===== src/rtl/bgp_pkg.sv =====
`timescale 1ns / 1ps
package bgp_pkg;

   localparam int COORD_BITS_DEFAULT = 10;
   localparam int CHAN_BITS = 8;
   localparam int NUM_CHAN = 3;
   localparam int SIZE_BITS = 11;
   localparam int CSR_INDEX_BITS = 3;
   localparam int CSR_DATA_BITS = NUM_CHAN * CHAN_BITS;

   // Quotient bits resolved per divider stage.
   localparam int DIV_STEP_BITS = 2;
   localparam int DIV_STAGES = CHAN_BITS / DIV_STEP_BITS;

   // Cycles the free-running step dividers need after a register changes.
   localparam int SETTLE_CYCLES = DIV_STAGES;

   // One RGB triple: index 2 is red, 1 is green, 0 is blue.
   typedef logic [NUM_CHAN-1:0][CHAN_BITS-1:0] pixel_type;

   localparam logic [SIZE_BITS-1:0] FILL_WIDTH_RESET = 11'd80;
   localparam logic [SIZE_BITS-1:0] FILL_HEIGHT_RESET = 11'd20;
   localparam pixel_type TOP_LEFT_RESET = 24'hFF0000;
   localparam pixel_type TOP_RIGHT_RESET = 24'h00FF00;
   localparam pixel_type BOTTOM_LEFT_RESET = 24'h0000FF;
   localparam pixel_type BOTTOM_RIGHT_RESET = 24'hFFFFFF;

   typedef enum logic [CSR_INDEX_BITS-1:0] {
      REG_FILL_WIDTH         = 3'd0,
      REG_FILL_HEIGHT        = 3'd1,
      REG_TOP_LEFT_COLOR     = 3'd2,
      REG_TOP_RIGHT_COLOR    = 3'd3,
      REG_BOTTOM_LEFT_COLOR  = 3'd4,
      REG_BOTTOM_RIGHT_COLOR = 3'd5
   } csr_index_type;

   // Settings and derived steps handed from the register block to the pixel pipeline.
   typedef struct packed {
      logic [SIZE_BITS-1:0] fill_width;
      logic [SIZE_BITS-1:0] fill_height;
      pixel_type            top_left;
      pixel_type            bottom_left;
      pixel_type            top_step;
      pixel_type            bottom_step;
      logic [SIZE_BITS-1:0] vert_divisor;
      logic                 vert_zero;
      logic                 busy;
   } cfg_type;

   function automatic logic [CHAN_BITS-1:0] abs_diff(input logic [CHAN_BITS-1:0] a,
                                                     input logic [CHAN_BITS-1:0] b);
      return (a > b) ? a - b : b - a;
   endfunction

endpackage


===== src/rtl/bgp_req_if.sv =====
`timescale 1ns / 1ps
interface bgp_req_if #(
   parameter int COORD_BITS = bgp_pkg::COORD_BITS_DEFAULT
) ();
   logic                  valid;
   logic                  ready;
   logic [COORD_BITS-1:0] pixel_row;
   logic [COORD_BITS-1:0] pixel_col;

   modport source (output valid, output pixel_row, output pixel_col, input ready);
   modport sink (input valid, input pixel_row, input pixel_col, output ready);
endinterface


===== src/rtl/bgp_rsp_if.sv =====
`timescale 1ns / 1ps
interface bgp_rsp_if ();
   logic                           valid;
   logic                           ready;
   logic [bgp_pkg::CHAN_BITS-1:0]  red_value;
   logic [bgp_pkg::CHAN_BITS-1:0]  green_value;
   logic [bgp_pkg::CHAN_BITS-1:0]  blue_value;
   logic                           outside_area;

   modport source (output valid, output red_value, output green_value, output blue_value,
                   output outside_area, input ready);
   modport sink (input valid, input red_value, input green_value, input blue_value,
                 input outside_area, output ready);
endinterface


===== src/rtl/bgp_div.sv =====
`timescale 1ns / 1ps
module bgp_div (
   input  logic                           clock,
   input  logic [bgp_pkg::DIV_STAGES-1:0] stage_load,
   input  logic [bgp_pkg::CHAN_BITS-1:0]  dividend_mag,
   input  logic                           dividend_neg,
   input  logic                           quot_zero,
   input  logic [bgp_pkg::SIZE_BITS-1:0]  divisor,
   output logic [bgp_pkg::CHAN_BITS-1:0]  quot_lo
);
   localparam int STAGES = bgp_pkg::DIV_STAGES;
   localparam int W = bgp_pkg::CHAN_BITS;
   localparam int RW = bgp_pkg::SIZE_BITS;
   localparam int STEP = bgp_pkg::DIV_STEP_BITS;

   logic [RW-1:0] rem_ff  [STAGES];
   logic [W-1:0]  num_ff  [STAGES];
   logic [W-1:0]  quo_ff  [STAGES];
   logic          neg_ff  [STAGES];
   logic          zero_ff [STAGES];

   logic [RW-1:0] rem_in  [STAGES];
   logic [W-1:0]  num_in  [STAGES];
   logic [W-1:0]  quo_in  [STAGES];

   logic [RW-1:0] rem_src  [STAGES];
   logic [W-1:0]  num_src  [STAGES];
   logic [W-1:0]  quo_src  [STAGES];
   logic          neg_src  [STAGES];
   logic          zero_src [STAGES];

   assign rem_src[0] = '0;
   assign num_src[0] = dividend_mag;
   assign quo_src[0] = '0;
   assign neg_src[0] = dividend_neg;
   assign zero_src[0] = quot_zero;

   for (genvar s = 1; s < STAGES; s++) begin : g_src
      assign rem_src[s] = rem_ff[s-1];
      assign num_src[s] = num_ff[s-1];
      assign quo_src[s] = quo_ff[s-1];
      assign neg_src[s] = neg_ff[s-1];
      assign zero_src[s] = zero_ff[s-1];
   end

   // Restoring division: the remainder stays below the divisor, so it fits RW bits.
   for (genvar s = 0; s < STAGES; s++) begin : g_stage
      always_comb begin
         logic [RW:0]   trial;
         logic [RW-1:0] r;
         logic [W-1:0]  n;
         logic [W-1:0]  q;
         r = rem_src[s];
         n = num_src[s];
         q = quo_src[s];
         for (int k = 0; k < STEP; k++) begin
            trial = {r, n[W-1]};
            if (trial >= {1'b0, divisor}) begin
               r = RW'(trial - {1'b0, divisor});
               q = {q[W-2:0], 1'b1};
            end else begin
               r = trial[RW-1:0];
               q = {q[W-2:0], 1'b0};
            end
            n = {n[W-2:0], 1'b0};
         end
         rem_in[s] = r;
         num_in[s] = n;
         quo_in[s] = q;
      end

      always_ff @(posedge clock) begin
         if (stage_load[s]) begin
            rem_ff[s] <= rem_in[s];
            num_ff[s] <= num_in[s];
            quo_ff[s] <= quo_in[s];
            neg_ff[s] <= neg_src[s];
            zero_ff[s] <= zero_src[s];
         end
      end
   end

   // Only the low bits of the signed quotient matter downstream, as all sums wrap mod 256.
   always_comb begin
      if (zero_ff[STAGES-1]) begin
         quot_lo = '0;
      end else if (neg_ff[STAGES-1]) begin
         quot_lo = ~quo_ff[STAGES-1] + 1'b1;
      end else begin
         quot_lo = quo_ff[STAGES-1];
      end
   end

endmodule


===== src/rtl/bgp_cfg.sv =====
`timescale 1ns / 1ps
module bgp_cfg (
   input  logic                               clock,
   input  logic                               reset,
   input  logic                               csr_we,
   input  logic [bgp_pkg::CSR_INDEX_BITS-1:0] csr_index,
   input  logic [bgp_pkg::CSR_DATA_BITS-1:0]  csr_data,
   output bgp_pkg::cfg_type                   cfg
);
   localparam int NCH = bgp_pkg::NUM_CHAN;
   localparam int W = bgp_pkg::CHAN_BITS;
   localparam int SW = bgp_pkg::SIZE_BITS;
   localparam int CNT_W = $clog2(bgp_pkg::SETTLE_CYCLES + 1);

   logic [SW-1:0]      width_ff;
   logic [SW-1:0]      height_ff;
   bgp_pkg::pixel_type top_left_ff;
   bgp_pkg::pixel_type top_right_ff;
   bgp_pkg::pixel_type bottom_left_ff;
   bgp_pkg::pixel_type bottom_right_ff;
   logic [CNT_W-1:0]   settle_ff;

   logic [W-1:0]       top_q [NCH];
   logic [W-1:0]       bottom_q [NCH];
   logic               horiz_zero;
   logic [SW-1:0]      horiz_divisor;

   always_ff @(posedge clock) begin
      if (reset) begin
         width_ff <= bgp_pkg::FILL_WIDTH_RESET;
         height_ff <= bgp_pkg::FILL_HEIGHT_RESET;
         top_left_ff <= bgp_pkg::TOP_LEFT_RESET;
         top_right_ff <= bgp_pkg::TOP_RIGHT_RESET;
         bottom_left_ff <= bgp_pkg::BOTTOM_LEFT_RESET;
         bottom_right_ff <= bgp_pkg::BOTTOM_RIGHT_RESET;
         settle_ff <= CNT_W'(bgp_pkg::SETTLE_CYCLES);
      end else begin
         if (csr_we) begin
            settle_ff <= CNT_W'(bgp_pkg::SETTLE_CYCLES);
            unique case (bgp_pkg::csr_index_type'(csr_index))
               bgp_pkg::REG_FILL_WIDTH: width_ff <= csr_data[SW-1:0];
               bgp_pkg::REG_FILL_HEIGHT: height_ff <= csr_data[SW-1:0];
               bgp_pkg::REG_TOP_LEFT_COLOR: top_left_ff <= csr_data;
               bgp_pkg::REG_TOP_RIGHT_COLOR: top_right_ff <= csr_data;
               bgp_pkg::REG_BOTTOM_LEFT_COLOR: bottom_left_ff <= csr_data;
               bgp_pkg::REG_BOTTOM_RIGHT_COLOR: bottom_right_ff <= csr_data;
               default: ;
            endcase
         end else if (settle_ff != '0) begin
            settle_ff <= settle_ff - 1'b1;
         end
      end
   end

   // A fill size below two has no step along that axis.
   assign horiz_zero = (width_ff < SW'(2));
   assign horiz_divisor = width_ff - 1'b1;

   // The column steps depend only on the registers, so these dividers run freely.
   for (genvar ch = 0; ch < NCH; ch++) begin : g_chan
      bgp_div u_top_div (
         .clock        (clock),
         .stage_load   ('1),
         .dividend_mag (bgp_pkg::abs_diff(top_right_ff[ch], top_left_ff[ch])),
         .dividend_neg (top_right_ff[ch] < top_left_ff[ch]),
         .quot_zero    (horiz_zero),
         .divisor      (horiz_divisor),
         .quot_lo      (top_q[ch])
      );

      bgp_div u_bottom_div (
         .clock        (clock),
         .stage_load   ('1),
         .dividend_mag (bgp_pkg::abs_diff(bottom_right_ff[ch], bottom_left_ff[ch])),
         .dividend_neg (bottom_right_ff[ch] < bottom_left_ff[ch]),
         .quot_zero    (horiz_zero),
         .divisor      (horiz_divisor),
         .quot_lo      (bottom_q[ch])
      );
   end

   always_comb begin
      cfg.fill_width = width_ff;
      cfg.fill_height = height_ff;
      cfg.top_left = top_left_ff;
      cfg.bottom_left = bottom_left_ff;
      for (int ch = 0; ch < NCH; ch++) begin
         cfg.top_step[ch] = top_q[ch];
         cfg.bottom_step[ch] = bottom_q[ch];
      end
      cfg.vert_divisor = height_ff - 1'b1;
      cfg.vert_zero = (height_ff < SW'(2));
      cfg.busy = (settle_ff != '0);
   end

endmodule


===== src/rtl/bgp_pixel.sv =====
`timescale 1ns / 1ps
module bgp_pixel #(
   parameter int COORD_BITS = bgp_pkg::COORD_BITS_DEFAULT
) (
   input  logic             clock,
   input  logic             reset,
   bgp_req_if.sink          req_chan,
   bgp_rsp_if.source        rsp_chan,
   input  bgp_pkg::cfg_type cfg
);
   localparam int NCH = bgp_pkg::NUM_CHAN;
   localparam int W = bgp_pkg::CHAN_BITS;
   localparam int SW = bgp_pkg::SIZE_BITS;
   localparam int DSTG = bgp_pkg::DIV_STAGES;
   localparam int CMP_W = (COORD_BITS > SW) ? COORD_BITS : SW;
   localparam int EXT_W = COORD_BITS + W;

   localparam int ST_IN = 0;
   localparam int ST_EDGE = 1;
   localparam int ST_DIFF = 2;
   localparam int ST_DIV = 3;
   localparam int ST_OUT = ST_DIV + DSTG;
   localparam int NUM_ST = ST_OUT + 1;

   function automatic logic [W-1:0] mul_lo(input logic [W-1:0] a, input logic [W-1:0] b);
      logic [2*W-1:0] p;
      p = a * b;
      return p[W-1:0];
   endfunction

   logic [NUM_ST-1:0] valid_ff;
   logic [NUM_ST-1:0] hold;
   logic [NUM_ST-1:0] load;
   logic              accept;

   logic [EXT_W-1:0]  row_ext;
   logic [EXT_W-1:0]  col_ext;
   logic              outside_now;

   // Input stage.
   logic [W-1:0]       row_in_ff;
   logic [W-1:0]       col_in_ff;
   logic               outside_in_ff;
   // Edge stage.
   logic [W-1:0]       row_edge_ff;
   bgp_pkg::pixel_type top_edge_ff;
   bgp_pkg::pixel_type bottom_edge_ff;
   logic               outside_edge_ff;
   // Difference stage.
   logic [W-1:0]       row_diff_ff;
   bgp_pkg::pixel_type top_diff_ff;
   bgp_pkg::pixel_type vmag_diff_ff;
   logic [NCH-1:0]     vneg_diff_ff;
   logic               outside_diff_ff;
   // Side data that rides along the divider stages.
   logic [W-1:0]       row_div_ff [DSTG];
   bgp_pkg::pixel_type top_div_ff [DSTG];
   logic               outside_div_ff [DSTG];
   // Output register.
   bgp_pkg::pixel_type color_ff;
   logic               outside_out_ff;

   logic [W-1:0]       vert_q [NCH];

   // A stage holds only when it is full and the stage after it holds; bubbles collapse.
   always_comb begin
      hold[NUM_ST-1] = valid_ff[NUM_ST-1] & ~rsp_chan.ready;
      for (int s = NUM_ST - 2; s >= 0; s--) begin
         hold[s] = valid_ff[s] & hold[s+1];
      end
      load = ~hold;
   end

   assign req_chan.ready = ~hold[ST_IN] & ~cfg.busy;
   assign accept = req_chan.valid & req_chan.ready;

   always_ff @(posedge clock) begin
      if (reset) begin
         valid_ff <= '0;
      end else begin
         if (load[ST_IN]) begin
            valid_ff[ST_IN] <= accept;
         end
         for (int s = 1; s < NUM_ST; s++) begin
            if (load[s]) begin
               valid_ff[s] <= valid_ff[s-1];
            end
         end
      end
   end

   assign row_ext = EXT_W'(req_chan.pixel_row);
   assign col_ext = EXT_W'(req_chan.pixel_col);
   assign outside_now = (CMP_W'(req_chan.pixel_row) >= CMP_W'(cfg.fill_height))
                     || (CMP_W'(req_chan.pixel_col) >= CMP_W'(cfg.fill_width));

   always_ff @(posedge clock) begin
      if (load[ST_IN]) begin
         row_in_ff <= row_ext[W-1:0];
         col_in_ff <= col_ext[W-1:0];
         outside_in_ff <= outside_now;
      end
   end

   // Inside the area both edge values land between their corners, so 8 bits hold them exactly.
   always_ff @(posedge clock) begin
      if (load[ST_EDGE]) begin
         row_edge_ff <= row_in_ff;
         outside_edge_ff <= outside_in_ff;
         for (int ch = 0; ch < NCH; ch++) begin
            top_edge_ff[ch] <= cfg.top_left[ch] + mul_lo(cfg.top_step[ch], col_in_ff);
            bottom_edge_ff[ch] <= cfg.bottom_left[ch] + mul_lo(cfg.bottom_step[ch], col_in_ff);
         end
      end
   end

   always_ff @(posedge clock) begin
      if (load[ST_DIFF]) begin
         row_diff_ff <= row_edge_ff;
         top_diff_ff <= top_edge_ff;
         outside_diff_ff <= outside_edge_ff;
         for (int ch = 0; ch < NCH; ch++) begin
            vmag_diff_ff[ch] <= bgp_pkg::abs_diff(bottom_edge_ff[ch], top_edge_ff[ch]);
            vneg_diff_ff[ch] <= (bottom_edge_ff[ch] < top_edge_ff[ch]);
         end
      end
   end

   for (genvar ch = 0; ch < NCH; ch++) begin : g_vdiv
      bgp_div u_vert_div (
         .clock        (clock),
         .stage_load   (load[ST_DIV +: DSTG]),
         .dividend_mag (vmag_diff_ff[ch]),
         .dividend_neg (vneg_diff_ff[ch]),
         .quot_zero    (cfg.vert_zero),
         .divisor      (cfg.vert_divisor),
         .quot_lo      (vert_q[ch])
      );
   end

   for (genvar s = 0; s < DSTG; s++) begin : g_side
      if (s == 0) begin : g_first
         always_ff @(posedge clock) begin
            if (load[ST_DIV]) begin
               row_div_ff[s] <= row_diff_ff;
               top_div_ff[s] <= top_diff_ff;
               outside_div_ff[s] <= outside_diff_ff;
            end
         end
      end else begin : g_next
         always_ff @(posedge clock) begin
            if (load[ST_DIV + s]) begin
               row_div_ff[s] <= row_div_ff[s-1];
               top_div_ff[s] <= top_div_ff[s-1];
               outside_div_ff[s] <= outside_div_ff[s-1];
            end
         end
      end
   end

   always_ff @(posedge clock) begin
      if (load[ST_OUT]) begin
         outside_out_ff <= outside_div_ff[DSTG-1];
         for (int ch = 0; ch < NCH; ch++) begin
            if (outside_div_ff[DSTG-1]) begin
               color_ff[ch] <= '0;
            end else begin
               color_ff[ch] <= top_div_ff[DSTG-1][ch] + mul_lo(vert_q[ch], row_div_ff[DSTG-1]);
            end
         end
      end
   end

   assign rsp_chan.valid = valid_ff[ST_OUT];
   assign rsp_chan.red_value = color_ff[2];
   assign rsp_chan.green_value = color_ff[1];
   assign rsp_chan.blue_value = color_ff[0];
   assign rsp_chan.outside_area = outside_out_ff;

endmodule


===== src/rtl/bilinear_gradient_pixel_top.sv =====
`timescale 1ns / 1ps
// A request passes input, edge, difference, divider and output stages. Throughput: one pixel
// per cycle while rsp_chan is ready and steps are settled, set by the 8-stage pipeline with
// 2-bit divider stages. After reset and every register write, req_chan.ready stays low while
// the column step dividers, one 4-stage divider per corner pair and channel, settle.
// Reset is synchronous and active high; it empties the pipeline and loads register defaults.
module bilinear_gradient_pixel_top #(
   parameter int COORD_BITS = bgp_pkg::COORD_BITS_DEFAULT
) (
   input  logic                               clock,
   input  logic                               reset,
   bgp_req_if.sink                            req_chan,
   bgp_rsp_if.source                          rsp_chan,
   input  logic                               csr_we,
   input  logic [bgp_pkg::CSR_INDEX_BITS-1:0] csr_index,
   input  logic [bgp_pkg::CSR_DATA_BITS-1:0]  csr_data
);
   bgp_pkg::cfg_type cfg;

   bgp_cfg u_cfg (
      .clock     (clock),
      .reset     (reset),
      .csr_we    (csr_we),
      .csr_index (csr_index),
      .csr_data  (csr_data),
      .cfg       (cfg)
   );

   bgp_pixel #(
      .COORD_BITS (COORD_BITS)
   ) u_pixel (
      .clock    (clock),
      .reset    (reset),
      .req_chan (req_chan),
      .rsp_chan (rsp_chan),
      .cfg      (cfg)
   );

   // A register write must hold off new pixels until the steps are recomputed.
   a_write_blocks_requests: assert property (
      @(posedge clock) disable iff (reset)
      csr_we |=> !req_chan.ready
   ) else $error("request accepted right after a register write");

   a_outside_is_black: assert property (
      @(posedge clock) disable iff (reset)
      (rsp_chan.valid && rsp_chan.outside_area) |->
         (rsp_chan.red_value == '0 && rsp_chan.green_value == '0 && rsp_chan.blue_value == '0)
   ) else $error("pixel outside the area carries a color");

   // With an empty output register and settled steps the pipeline must take a transaction.
   a_ready_when_free: assert property (
      @(posedge clock) disable iff (reset)
      (!rsp_chan.valid && !cfg.busy) |-> req_chan.ready
   ) else $error("pipeline stalls with nothing waiting at the output");

   a_reset_empties: assert property (
      @(posedge clock)
      reset |=> !rsp_chan.valid
   ) else $error("response valid right after reset");

endmodule

===== src/flat_wrapper.sv =====
// flat-port wrapper written by rule: the top's interface ports become plain ports
module bilinear_gradient_pixel_top_flat 
#(
   parameter int COORD_BITS = bgp_pkg::COORD_BITS_DEFAULT
)
  (clock, reset, csr_we, csr_index, csr_data, req_chan_valid, req_chan_pixel_row, req_chan_pixel_col, req_chan_ready, rsp_chan_valid, rsp_chan_red_value, rsp_chan_green_value, rsp_chan_blue_value, rsp_chan_outside_area, rsp_chan_ready);
  bgp_req_if #(.COORD_BITS(COORD_BITS)) req_chan_i ();
  bgp_rsp_if rsp_chan_i ();
  input  logic clock;
  input  logic reset;
  input  logic csr_we;
  input  logic [bgp_pkg::CSR_INDEX_BITS-1:0] csr_index;
  input  logic [bgp_pkg::CSR_DATA_BITS-1:0] csr_data;
  input wire logic [$bits(req_chan_i.valid)-1:0] req_chan_valid;
  input wire logic [$bits(req_chan_i.pixel_row)-1:0] req_chan_pixel_row;
  input wire logic [$bits(req_chan_i.pixel_col)-1:0] req_chan_pixel_col;
  output wire logic [$bits(req_chan_i.ready)-1:0] req_chan_ready;
  output wire logic [$bits(rsp_chan_i.valid)-1:0] rsp_chan_valid;
  output wire logic [$bits(rsp_chan_i.red_value)-1:0] rsp_chan_red_value;
  output wire logic [$bits(rsp_chan_i.green_value)-1:0] rsp_chan_green_value;
  output wire logic [$bits(rsp_chan_i.blue_value)-1:0] rsp_chan_blue_value;
  output wire logic [$bits(rsp_chan_i.outside_area)-1:0] rsp_chan_outside_area;
  input wire logic [$bits(rsp_chan_i.ready)-1:0] rsp_chan_ready;
  assign req_chan_i.valid = req_chan_valid;
  assign req_chan_i.pixel_row = req_chan_pixel_row;
  assign req_chan_i.pixel_col = req_chan_pixel_col;
  assign req_chan_ready = req_chan_i.ready;
  assign rsp_chan_valid = rsp_chan_i.valid;
  assign rsp_chan_red_value = rsp_chan_i.red_value;
  assign rsp_chan_green_value = rsp_chan_i.green_value;
  assign rsp_chan_blue_value = rsp_chan_i.blue_value;
  assign rsp_chan_outside_area = rsp_chan_i.outside_area;
  assign rsp_chan_i.ready = rsp_chan_ready;
  bilinear_gradient_pixel_top #(.COORD_BITS(COORD_BITS)) u_core (.clock(clock), .reset(reset), .req_chan(req_chan_i), .rsp_chan(rsp_chan_i), .csr_we(csr_we), .csr_index(csr_index), .csr_data(csr_data));
endmodule

===== config.mk =====
export PLATFORM = sky130hd
export DESIGN_NAME = bilinear_gradient_pixel_top_flat
export DESIGN_NICKNAME = d
export VERILOG_FILES = /design/src/rtl/bgp_pkg.sv /design/src/rtl/bgp_req_if.sv /design/src/rtl/bgp_rsp_if.sv /design/src/rtl/bgp_div.sv /design/src/rtl/bgp_cfg.sv /design/src/rtl/bgp_pixel.sv /design/src/rtl/bilinear_gradient_pixel_top.sv /design/src/flat_wrapper.sv
export SDC_FILE = /design/constraint.sdc
export NUM_CORES = 2
export LEC_CHECK = 0
export ABC_AREA = 0
export BUFFER_PORTS_ARGS = -buffer_cell sky130_fd_sc_hd__buf_4
export CAP_MARGIN = 20
export CORE_MARGIN = 4
export CORE_UTILIZATION = 57
export CTS_CLUSTER_SIZE = 24
export DETAILED_ROUTE_END_ITERATION = 10
export PLACE_DENSITY = 0.73
export SKIP_CTS_REPAIR_TIMING = 1
export SLEW_MARGIN = 20
export SYNTH_ARGS = -nofsm -noshare
export SYNTH_HDL_FRONTEND = slang
export SYNTH_HIERARCHICAL = 1
export SYNTH_SLANG_ARGS = --single-unit

===== constraint.sdc =====
create_clock -name clock -period 17.6 [get_ports clock]
set_input_delay 0.88 -clock clock [delete_from_list [all_inputs] [get_ports clock]]
set_output_delay 0.88 -clock clock [all_outputs]
set_load 0.03 [all_outputs]

==> out/metrics.cfg <==
[finish]
final.fill_count = 12446
syn_to_final_growth_pct = 10.2
multi_input_area_um2 = 54500
regArea_um2 = 31000
fin_area_um2 = 97100
drive_gt1_share_pct = 9.23
nets = 10529

[floorplanning]
die_width_um = 401
rows = 144
die-area_um2 = 161000
core_area_um2 = 154000
initial_core_util_pct = 57.3
die_h_um = 401
io-pin-count = 79

[drt]
final_antenna_net_count = 0
vias = 65388
vias_per_cell = 5.75
drt-pass1-iter-count = 6
initialDrtViolationCount = 4700
drc = 0
wl_mm = 212
wl_per_cell_um = 18.6

[sta]
worst_slack_ns = 10.14
slew_violations = 0
max_freq_mhz = 134
finalSetupViolCount = 0
hold_viol = 0
post-route-period-util_pct = 42.4
max_slew_margin_pct = 26.6
worstMarginPinSlew_ns = 1.10
hold_ws_ns = 0.309
skew_ns = 0.102
finalCriticalPeriod_ns = 7.46
fin_setup_tns_ns = 0
rsz0062_at_grt = no

[placement]
dp_hpwl_mm = 163
io_buffer_count = 78
place_congestion = 0.927
pre_cts_ws_ns = 10.30
dpl_cell_area_um2 = 92600

[worst_setup_path]
crit_family = compound AO/OA/AOI/OAI gates
critical_path_required_ns = 18.06
worstSetupEndpointType = register
cp_slowest_cell = a31oi_2
worst-path-max-fanout = 25
crit_type = register to register
crit_path_start_kind = register
critPathBufInv = 4
cpPeakStageDelay_ns = 0.70
cp_cell_sequence = inv_1, buf_4, ha_1, nand2_1, or2_2, nor2_1, xor2_1, inv_1, ha_1, nand2_1, o21ai_0, o211ai_1, a31oi_2, mux2_2, inv_1, ha_1, nor2b_1, o31a_1, o211ai_1, a31oi_1, o21ai_1, nand4_1, mux2_1
arrival_ns = 7.92

[clock_tree]
root_buffer = clkbuf_16
cts_tree = built
clockBufferDepth = 3
clkSinkCount = 1077
h-tree-depth = 3
cts-buffers-inserted = 120
clk_latency_ns = 0.81
clk_pin_slew_worst_paths_ns = 0.06

[grt]
track_usage_pct = 25.7
grt_max_degree = 85
grt_pass1_vias = 64194
grt-ovfl-total = 0
antenna_found_initial = 19
grt_first_pass_wirelength_mm = 338

[synthesis]
ys_async_sr_fraction_pct = 0
ys_seq_area_share_pct = 35.2
synthCells = 8682
synth_edf_count = 948
synth_area_um2 = 88100
synth_seq_cells = 1077
syn_avg_cell_area_um2 = 10.1
ys.flop_type = edfxtp_1
yosysWarnings = 6
yosysUniqueCellTypes = 128

[power]
p_int_mw = 10.8
power_density_nw_per_um2 = 189
swShare_pct = 41.0
p_clk_share_pct = 15.2
power.share.sequential_pct = 23.5
p_switching_mw = 7.53
ir_drop_mv = 0.170
power.total_mw = 18.4
p_comb_share_pct = 61.3
leakage_nw = 42.7

[outcome]
outcome = complete, no violations

[job]
drv_cap = 0

[worst_hold_path]
hold_path.class = primary input to register

[final cells by class]
cell class,instances,share of cell area (%)
Tap cell,2044,2.63
Multi-Input combinational cell,6945,56.1
Inverter,925,3.58
Antenna cell,14,0.0361
Sequential cell,1077,32.0
Clock inverter,82,1.23
Clock buffer,147,3.38
Timing Repair Buffer,142,1.10
[metal layers]
layer | track usage [%] | part of all wire (%) | vias to the layer above
li1 | - | - | 31767
met1 | 34.6 | 44 | 31493
met2 | 43.2 | 47 | 1736
met3 | 4.15 | 6.1 | 378
met4 | 7.19 | 2.8 | 14
met5 | 0 | 0.053 | -
[cell usage after synthesis, drive strengths merged (54+ instances only)]
cell type	number	area share (%)
xor2	235	2.3
nor2	518	2.3
o21a	70	0.60
ha	1032	15
a211oi	61	0.53
nand4	94	0.67
a31oi	72	0.51
nand3b	62	0.53
nand2	738	3.2
nand3	105	0.60
and2	172	1.2
o31ai	55	0.62
xnor2	418	4.2
fa	234	5.3
inv	925	3.9
buf	86	0.65
clkbuf	86	0.37
o21ai	301	1.8
a21boi	54	0.46
mux2	380	5.2
a21oi	492	2.9
edfxtp	948	32
nand2b	66	0.47
o211ai	65	0.57
nor2b	173	1.2
nor3	192	1.2
mux2i	172	2.0
a21o	163	1.4
dfxtp	129	2.9
nor4	76	0.54
[power by group through the flow]
stage                     logic (mW)  clock network [mW]  registers, mW
after global routing            12.6                2.95           4.37
after global placement          10.7                   0           4.35
after floorplan                 9.08                   0           4.14
after detailed placement        11.1                   0           4.36
final                           11.3                2.78           4.32
after CTS                       11.2                2.85           4.32
[worst register-to-register path, cell delays in order, from the launching register on]
cell      delay (ns)
dfxtp_1         0.35
inv_1           0.07
buf_4           0.40
ha_1            0.27
nand2_1         0.07
or2_2           0.30
nor2_1          0.13
xor2_1          0.56
inv_1           0.43
ha_1            0.50
nand2_1         0.06
o21ai_0         0.28
o211ai_1        0.20
a31oi_2         0.70
mux2_2          0.43
inv_1           0.06
ha_1            0.26
nor2b_1         0.16
o31a_1          0.27
o211ai_1        0.23
a31oi_1         0.13
o21ai_1         0.14
nand4_1         0.59
mux2_1          0.56
[worst paths after layout]
path                            depth (start not counted)                                                to  slack (ns)                        start
worst max-delay path                                   23  u_core/u_pixel/g_vdiv[1].u_vert_div/rem_ff[2][6]       10.14    u_core/u_cfg/height_ff[0]
worst min-delay path                                    1                       u_core/u_pixel/col_in_ff[1]        0.31        req_chan_pixel_col[1]
worst max register to register                         23  u_core/u_pixel/g_vdiv[1].u_vert_div/rem_ff[2][6]       10.14    u_core/u_cfg/height_ff[0]
worst min register to register                          0                     u_core/u_pixel/row_edge_ff[4]        0.34  u_core/u_pixel/row_in_ff[4]
[through the flow]
step / instances / utilization (%)
after floorplan: 9119 / -
after global placement: 11133 / 60.2
after detailed placement: 11133 / 60.2
after CTS: 11362 / 63.1
after global routing: 11363 / 63.1
final: 11376 / 63.1
[cell usage in the layout, fill, tap and decap left out, drive strengths merged, types with 35 or more instances in the layout]
master,count
fa,234
mux2i,172
a21boi,54
a21o,163
o31ai,55
conb,438
xnor2,418
inv,935
and3,50
o31a,35
nand4,94
nand2b,66
o211ai,65
nand3,105
ha,1032
nor2b,173
nor4,76
clkbuf,147
o21a,70
or3,46
nand2,738
buf,142
nor2,518
o21ai,301
edfxtp,948
or2,35
a211oi,61
nand3b,62
a31oi,72
a21oi,492
xor2,235
nor3,192
mux2,380
dfxtp,129
and2,172
clkinv,36
[registers in the layout, indices dropped and copies added (netlist names), 48 cells and up]
register / flops
u_core/u_cfg/cfg: 48
u_core/u_cfg/g_chan.u_bottom_div/quo_ff: 60
u_core/u_cfg/g_chan.u_bottom_div/rem_ff: 99
u_core/u_cfg/g_chan.u_top_div/quo_ff: 60
u_core/u_cfg/g_chan.u_top_div/rem_ff: 99
u_core/u_pixel/g_vdiv.u_vert_div/quo_ff: 60
u_core/u_pixel/g_vdiv.u_vert_div/rem_ff: 99
u_core/u_pixel/top_div_ff: 96
[cells by family after synthesis]
| group | Yosys count | share of synthesized area [%] |
|---|---|---|
| AND/OR/NAND/NOR | 2399 | 13.6 |
| AO/OA/AOI/OAI | 1637 | 12.6 |
| adder cells (fa/ha/maj) | 1266 | 20.0 |
| buffers and inverters | 1097 | 4.96 |
| flip-flops | 1077 | 35.2 |
| XOR/XNOR | 653 | 6.49 |
| multiplexers | 552 | 7.19 |
| other | 1 | 0.00426 |
(Power assumes the default switching activity.)
